$ cat src/rtl/frig_pkg.sv
`timescale 1ns / 1ps
// ----------------------------------------------------------------------------
// frig_pkg
// Shared widths, register indexes and controller/datapath interface types
// for the frame relative intensity gate.
// ----------------------------------------------------------------------------
package frig_pkg;

    localparam int MAX_POINTS_DEF = 64;

    localparam int COORD_W   = 32;
    localparam int RAW_W     = 16;
    localparam int LEVEL_W   = 24;
    localparam int RATIO_W   = 16;
    localparam int GAIN_W    = 8;
    localparam int CFG_IDX_W = 1;
    localparam int CFG_DAT_W = 16;

    localparam logic [CFG_IDX_W-1:0] CFG_KEEP_RATIO     = 1'd0;
    localparam logic [CFG_IDX_W-1:0] CFG_INTENSITY_GAIN = 1'd1;

    localparam logic [RATIO_W-1:0] RATIO_RESET = 16'd52429;
    localparam logic [GAIN_W-1:0]  GAIN_RESET  = 8'd100;

    typedef struct packed {
        logic store;
        logic thresh;
        logic read;
        logic load;
        logic clear;
    } t_cmd;

    typedef struct packed {
        logic out_free;
        logic rd_last;
    } t_status;

endpackage

$ cat src/rtl/frig_ctrl.sv
`timescale 1ns / 1ps
// ----------------------------------------------------------------------------
// frig_ctrl
// Sequencer: collects points while idle, then drains the stored frame
// one point per read/load pair.
// ----------------------------------------------------------------------------
module frig_ctrl (
    input  logic             i_clk,
    input  logic             i_rst_n,
    input  logic             i_in_valid,
    input  logic             i_in_last,
    output logic             o_in_stall,
    input  frig_pkg::t_status i_status,
    output frig_pkg::t_cmd    o_cmd
);
    import frig_pkg::*;

    typedef enum logic [1:0] {
        S_IDLE,
        S_THRESH,
        S_READ,
        S_LOAD
    } t_state;

    t_state r_state;
    t_state n_state;

    always_comb begin
        n_state = r_state;
        case (r_state)
            S_IDLE: begin
                if (i_in_valid && i_in_last) begin
                    n_state = S_THRESH;
                end
            end
            S_THRESH: n_state = S_READ;
            S_READ:   n_state = S_LOAD;
            S_LOAD: begin
                if (i_status.out_free) begin
                    n_state = i_status.rd_last ? S_IDLE : S_READ;
                end
            end
            default:  n_state = S_IDLE;
        endcase
    end

    always_ff @(posedge i_clk) begin
        if (!i_rst_n) begin
            r_state <= S_IDLE;
        end else begin
            r_state <= n_state;
        end
    end

    always_comb begin
        o_cmd.store  = (r_state == S_IDLE) && i_in_valid;
        o_cmd.thresh = (r_state == S_THRESH);
        o_cmd.read   = (r_state == S_READ);
        o_cmd.load   = (r_state == S_LOAD) && i_status.out_free;
        o_cmd.clear  = (r_state == S_LOAD) && i_status.out_free && i_status.rd_last;
    end

    assign o_in_stall = (r_state != S_IDLE);

    // drain runs only after the threshold product is formed
    a_thresh_then_read: assert property (@(posedge i_clk) disable iff (!i_rst_n)
        o_cmd.thresh |=> o_cmd.read)
        else $error("read did not follow threshold");

    // a read is always followed by a load attempt
    a_read_then_load: assert property (@(posedge i_clk) disable iff (!i_rst_n)
        o_cmd.read |=> (r_state == S_LOAD))
        else $error("load did not follow read");

    // no new point taken while a frame drains
    a_no_store_in_drain: assert property (@(posedge i_clk) disable iff (!i_rst_n)
        (o_cmd.read || o_cmd.load || o_cmd.thresh) |-> !o_cmd.store)
        else $error("store during drain");

endmodule

$ cat config.mk
export PLATFORM = sky130hd
export DESIGN_NAME = frig_ctrl
export DESIGN_NICKNAME = d
export VERILOG_FILES = /design/src/rtl/frig_pkg.sv /design/src/rtl/frig_ctrl.sv
export SDC_FILE = /design/constraint.sdc
export NUM_CORES = 1
export LEC_CHECK = 0
export ABC_AREA = 1
export BUFFER_PORTS_ARGS = -buffer_cell sky130_fd_sc_hd__buf_2
export CAP_MARGIN = 30
export CORE_AREA = 2 2 39 41
export CTS_BUF_LIST = sky130_fd_sc_hd__clkbuf_2
export DETAILED_ROUTE_END_ITERATION = 8
export DIE_AREA = 0 0 41 43
export PLACE_DENSITY_LB_ADDON = 0.12
export REMOVE_ABC_BUFFERS = 1
export SLEW_MARGIN = 10
export SYNTH_ARGS = -nofsm -noshare
export SYNTH_HDL_FRONTEND = slang
export SYNTH_SLANG_ARGS = --single-unit
export TNS_END_PERCENT = 50
$ cat constraint.sdc
create_clock -name i_clk -period 0.8 [get_ports i_clk]
set_input_delay 0.04 -clock i_clk [delete_from_list [all_inputs] [get_ports i_clk]]
set_output_delay 0.04 -clock i_clk [all_outputs]
set_load 0.02 [all_outputs]
==> results.sh, run 1 <==
export IMPL_synthAdderAreaFrac_pct=0
export IMPL_r2r_start="r_state[0]"
export IMPL_power_switching_uw=139
export IMPL_yosysWarnings=0
export IMPL_yosys_top_cells_area="dfxtp_1 34%, nor2_1 26%, nand2_1 9.6%"
export IMPL_grt_pass1_vias=157
export IMPL_outcome="finished, violations left"
export IMPL_hold_path_class="in2reg"
export IMPL_async_flop_share_pct=0
export IMPL_reg_top3="r_state (2)"
export IMPL_row_count=14
export IMPL_fmax_mhz=1060
export IMPL_fin_nets=45
export IMPL_cell_internal_pwr_uw=274
export IMPL_p_leak_nw=0.142
export IMPL_power_density_mw_per_mm2=1580
export IMPL_yosys_top_cells_count="8 x nor2_1, 3 x nand2_1, 2 x dfxtp_1, 2 x inv_1, 2 x inv_2"
export IMPL_drt_vias_per_instance=3.32
export IMPL_power_uw=413
export IMPL_pwr_share_seq_pct=28.7
export IMPL_route_vias_total=176
export IMPL_hold_buffers=0
export IMPL_timing_rr_end="r_state[0]"
export IMPL_min_from="i_rst_n"
export IMPL_required_ps=760
export IMPL_rsz0062_at_grt="yes"
export IMPL_grt_ovfl_total=0
export IMPL_post_drt_wl_per_cell_um=7.89
export IMPL_dr_pass1_iters=1
export IMPL_setup_tns_ps=-670
export IMPL_wirelength_um=418
export IMPL_drv_cap=0
export IMPL_holdPathStages=3
export IMPL_globalplace_congestion=0.568
export IMPL_seq_area_frac_synth_pct=34.0
export IMPL_cts_made_buffers=3
export IMPL_crit_path_max_fanout=4
export IMPL_clock_power_share_pct=38.1
export IMPL_cts_buffer_depth=2
export IMPL_tightest_slew_ps=124
export IMPL_synth_top_area_share_pct=34.0
export IMPL_n_antenna_cell=0
export IMPL_yosys_most_used_dff="dfxtp_1"
export IMPL_muxShareOfSynthArea_pct=0
export IMPL_dieArea_mm2=0.00176
export IMPL_utilization_pct=18.9
export IMPL_clk_latency_ps=190
export IMPL_die_h_um=43
export IMPL_maxSlewViolCount=0
export IMPL_p_comb_share_pct=33.2
export IMPL_rrSetupSlack_ps=40
export IMPL_ant_nets=0
export IMPL_fin_cells=53
export IMPL_largest_reg_flops=2
export IMPL_r2r_cells=4
export IMPL_vdd_drop_max_v=0.000391
export IMPL_yosysTopAreaCell="dfxtp_1"
export IMPL_port_buffers=11
export IMPL_seq_area_um2=42.5
export IMPL_top_register="r_state"
export IMPL_synth_compound_area_share_pct=4.26
export IMPL_grt_max_degree=5
export IMPL_syn_inst=21
export IMPL_hold_viol=0
export IMPL_syn_mean_instance_area_um2=5.60
export IMPL_antenna_found_initial=0
export IMPL_grt_first_pass_wirelength_um=545
export IMPL_cts_root_buf="clkbuf_2"
export IMPL_synth_area_um2=118
export IMPL_synth_edf_count=0
export IMPL_critPathCaptureType="primary output"
export IMPL_synth_top_family_by_area="simple AND/OR/NAND/NOR gates"
export IMPL_yosysMostFrequentCell="nor2_1"
export IMPL_path_clk_slew_ps=30
export IMPL_switching_share_pct=33.8
export IMPL_fillers=162
export IMPL_synth_seq_cells=2
export IMPL_violations="negative setup slack"
export IMPL_drive_gt1_share_pct=64.9
export IMPL_setup_violations_final=6
export IMPL_cts_tree="done"
export IMPL_startpoint_type="flop"
export IMPL_htreeDepth=1
export IMPL_crit_path_start="r_state[0]"
export IMPL_fin_crit_ps=942
export IMPL_cts_sinks=2
export IMPL_drtIter0Drc=0
export IMPL_path_class="reg2out"
export IMPL_hold_path_endpoint="r_state[0]"
export IMPL_synth_xor_area_share_pct=0
export IMPL_layout_setup_ws_ps=-142
export IMPL_maxSlewHeadroom_pct=91.7
export IMPL_grt_total_usage_pct=5.21
export IMPL_synth_cell_types=9
export IMPL_num_io_pins=12
export IMPL_synthSimpleGateAreaFrac_pct=48.9
export IMPL_finalCritPeriodShare_pct=118
export IMPL_placed_cells=50
export IMPL_hpwl_um=322
export IMPL_dieWidth_um=41
export IMPL_syn_to_final_growth_pct=122
export IMPL_arrival_ps=900
export IMPL_core_area_mm2=0.00138
export IMPL_start_util_pct=8.50
export IMPL_remaining_drc_errors=0
export IMPL_multi_input_area_um2=72.6
export IMPL_fin_skew_ps=1.11
-- cell usage in the layout, fill, tap and decap left out, drive strengths merged --
cell type / count
nor2: 8
a21oi: 1
inv: 4
nand3: 1
nand2: 4
clkbuf: 3
dfxtp: 2
nor3: 1
buf: 13
-- final cells by class --
cell class	instances	area share [%]
clock buffers	3	5.74
multi-input cells	15	27.8
well taps	16	7.66
flip-flops and latches	2	16.3
inverters	4	5.74
repair buffers	13	36.8
-- per-stage QoR --
step           cell area, µm²  setup slack (ps)  hold WS (ps)
6_report                  262              -142          67.4
2_1_floorplan             118              -171           152
5_1_grt                   262              -206          70.7
3_3_place_gp              208             -26.0           272
3_5_place_dp              208             -16.5           274
4_1_cts                   255              -153          51.9
-- how the worst max path moves through the flow --
stage                    end  slack [ps]
finish              o_cmd[4]        -140
global route        o_cmd[4]        -210
CTS                 o_cmd[0]        -150
detailed placement  o_cmd[1]         -20
global placement    o_cmd[1]         -30
floorplan           o_cmd[1]        -170
-- power by group through the flow --
stage / Combinational [mW] / Clock, mW / Sequential [mW]
2_1_floorplan: 0.0615 / 0 / 0.118
3_3_place_gp: 0.111 / 0 / 0.118
3_5_place_dp: 0.112 / 0 / 0.118
4_1_cts: 0.133 / 0.174 / 0.118
5_1_grt: 0.150 / 0.176 / 0.119
6_report: 0.137 / 0.157 / 0.118
-- critical path, stage by stage, from the launching register on --
cell and delay (ps):
dfxtp_2 320, inv_2 90, nand2_1 60, nor2_1 90
buf_4 140
-- timing repair --
| action | 4_1_cts | 5_1_grt |
|---|---|---|
| gates cloned | 0 | 0 |
| endpoints found under the hold margin | 0 | 0 |
| setup endpoints to repair | 7 | 6 |
| setup buffers | 0 | 0 |
| resized for setup | 12 | 2 |
| pin swaps | 3 | 1 |
-- cell families (layout without fill, tap and decap cells) --
| kind of cell | count (synthesis) | after routing |
|---|---|---|
| flops | 2 | 2 |
| compound gates | 1 | 1 |
| simple gates | 14 | 14 |
| buf+inv | 4 | 20 |
-- metal layers --
metal  wire length, µm  GRT usage [%]
met2               155           5.31
met1               195           6.05
met4                 0           8.00
met3                68           2.09
met5                 0              0
Note: power is estimated with default switching activity, not from simulation.
==> run 2: changes to the inputs <==
--- a/config.mk
+++ b/config.mk
@@ -6,12 +6,13 @@
 export NUM_CORES = 1
 export LEC_CHECK = 0
 export ABC_AREA = 1
-export BUFFER_PORTS_ARGS = -buffer_cell sky130_fd_sc_hd__buf_2
 export CAP_MARGIN = 30
 export CORE_AREA = 2 2 39 41
 export CTS_BUF_LIST = sky130_fd_sc_hd__clkbuf_2
 export DETAILED_ROUTE_END_ITERATION = 8
 export DIE_AREA = 0 0 41 43
+export DONT_BUFFER_PORTS = 1
+export GPL_TIMING_DRIVEN = 0
 export PLACE_DENSITY_LB_ADDON = 0.12
 export REMOVE_ABC_BUFFERS = 1
 export SLEW_MARGIN = 10
==> run 2 against run 1 <==
- first-iteration DRC count increased by 1
- the run still ends with negative setup slack left
- hold slack lost 7.2 ps
- clock power down 3%
==> results.sh, run 2 (synthesized netlist as in run 1, its figures left out) <==
export IMPL_outcome="finished, violations left"
export IMPL_violations="negative setup slack"
export IMPL_post_place_ws_ps=-260
export IMPL_p_leak_nw=0.111
export IMPL_path_clk_slew_ps=30
export IMPL_fmax_mhz=1080
export IMPL_path_class="reg2out"
export IMPL_n_antenna_cell=0
export IMPL_crit_chain="inv_6 -> nor3_4"
export IMPL_grt_max_degree=6
export IMPL_fin_skew_ps=1.27
export IMPL_top_register="r_state"
export IMPL_rsz0062_at_grt="yes"
export IMPL_final_common_cell="nor2_1"
export IMPL_core_area_mm2=0.00138
export IMPL_dieArea_mm2=0.00176
export IMPL_use_met1_pct=5.11
export IMPL_ant_nets=0
export IMPL_drv_cap=0
export IMPL_port_buffers=0
export IMPL_drtIter0Drc=1
export IMPL_tightest_slew_ps=261
export IMPL_num_io_pins=12
export IMPL_post_drt_wl_per_cell_um=10.0
export IMPL_layout_common_cells="4 x nor2_1, 3 x clkbuf_2, 3 x buf_4"
export IMPL_grt_total_usage_pct=5.51
export IMPL_arrival_ps=890
export IMPL_grt_util_met3_pct=5.24
export IMPL_row_count=14
export IMPL_busiest_layer="met2"
export IMPL_fillers=172
export IMPL_grt_ovfl_total=0
export IMPL_wirelength_um=442
export IMPL_setup_violations_final=8
export IMPL_maxSlewViolCount=0
export IMPL_globalplace_congestion=0.564
export IMPL_maxSlewHeadroom_pct=82.6
export IMPL_utilization_pct=18.3
export IMPL_drive_gt1_share_pct=67.9
export IMPL_dieWidth_um=41
export IMPL_cts_buffer_depth=2
export IMPL_syn_to_final_growth_pct=115
export IMPL_htreeDepth=1
export IMPL_grt_pass1_vias=148
export IMPL_power_density_mw_per_mm2=1590
export IMPL_crit_slowest_cell="dfxtp_4"
export IMPL_dr_pass1_iters=2
export IMPL_startpoint_type="flop"
export IMPL_clk_latency_ps=190
export IMPL_crit_buf_inv=1
export IMPL_hold_viol=0
export IMPL_critPathCaptureType="primary output"
export IMPL_hpwl_um=302
export IMPL_cts_sinks=2
export IMPL_finalCritPeriodShare_pct=116
export IMPL_fin_nets=36
export IMPL_grt_first_pass_wirelength_um=558
export IMPL_cts_root_buf="clkbuf_2"
export IMPL_antenna_found_initial=0
export IMPL_required_ps=760
export IMPL_path_delay_family="flip-flops"
export IMPL_die_h_um=43
export IMPL_largest_reg_flops=2
export IMPL_layout_setup_ws_ps=-127
export IMPL_hold_path_class="in2reg"
export IMPL_reg_top3="r_state (2)"
export IMPL_fin_crit_ps=927
export IMPL_crit_path_max_fanout=4
export IMPL_drt_vias_per_instance=3.77
export IMPL_route_vias_total=166
export IMPL_cts_tree="done"
export IMPL_cts_made_buffers=3
export IMPL_max_stage_delay_ps=380
export IMPL_setup_tns_ps=-625
export IMPL_start_util_pct=8.50
export IMPL_vdd_drop_max_v=0.000325
export IMPL_power_uw=403
export IMPL_grt_use_met2_pct=6.25
export IMPL_remaining_drc_errors=0
run 2: where the power goes:
group	switching, mW	total (mW)	internal, mW
registers	0.0164	0.124	0.108
logic	0.0795	0.125	0.0456
clock network	0.0542	0.153	0.0992
run 2: path summary, 6_finish.rpt:
check	start	end	slack [ps]	cells past startpoint
setup / recovery	r_state[0]	o_cmd[1]	-130	2
hold / removal	i_status[1]	r_state[0]	60	3
setup reg to reg	r_state[1]	r_state[1]	-60	5
hold reg to reg	r_state[1]	r_state[1]	590	3
run 2: tightest hold or removal path, cell delays in order:
cell	delay, ps
a21oi_2	30
nor2_1	90
nor2_1	50
run 2: layer usage:
layer	routed length, µm	part of all wire [%]
met5	0	0
met4	0	0
met3	85	19
met2	195	44
met1	161	36
run 2: cell type report:
cell class / instances / area [µm²] / share of cell area (%)
tap: 16 / 20.0 / 7.92
multi-input combinational: 15 / 115 / 45.5
inverter: 4 / 22.5 / 8.91
clock buffer: 3 / 15.0 / 5.94
sequential: 2 / 47.5 / 18.8
timing repair buffer: 4 / 32.5 / 12.9
run 2: per-stage QoR:
step / hold WS (ps) / instances / cell area, µm²
finish: 60.2 / 44 / 253
global route: 77.9 / 44 / 253
CTS: 65.3 / 42 / 211
detailed placement: 158 / 37 / 138
global placement: 159 / 37 / 138
floorplan: 152 / 21 / 118
run 2: what timing repair did:
item,in CTS,in global routing
pin swaps,1,3
endpoints found under the hold margin,2,0
resized for setup,13,7
hold buffers,1,0
setup endpoints to repair,7,8
setup buffers,1,2
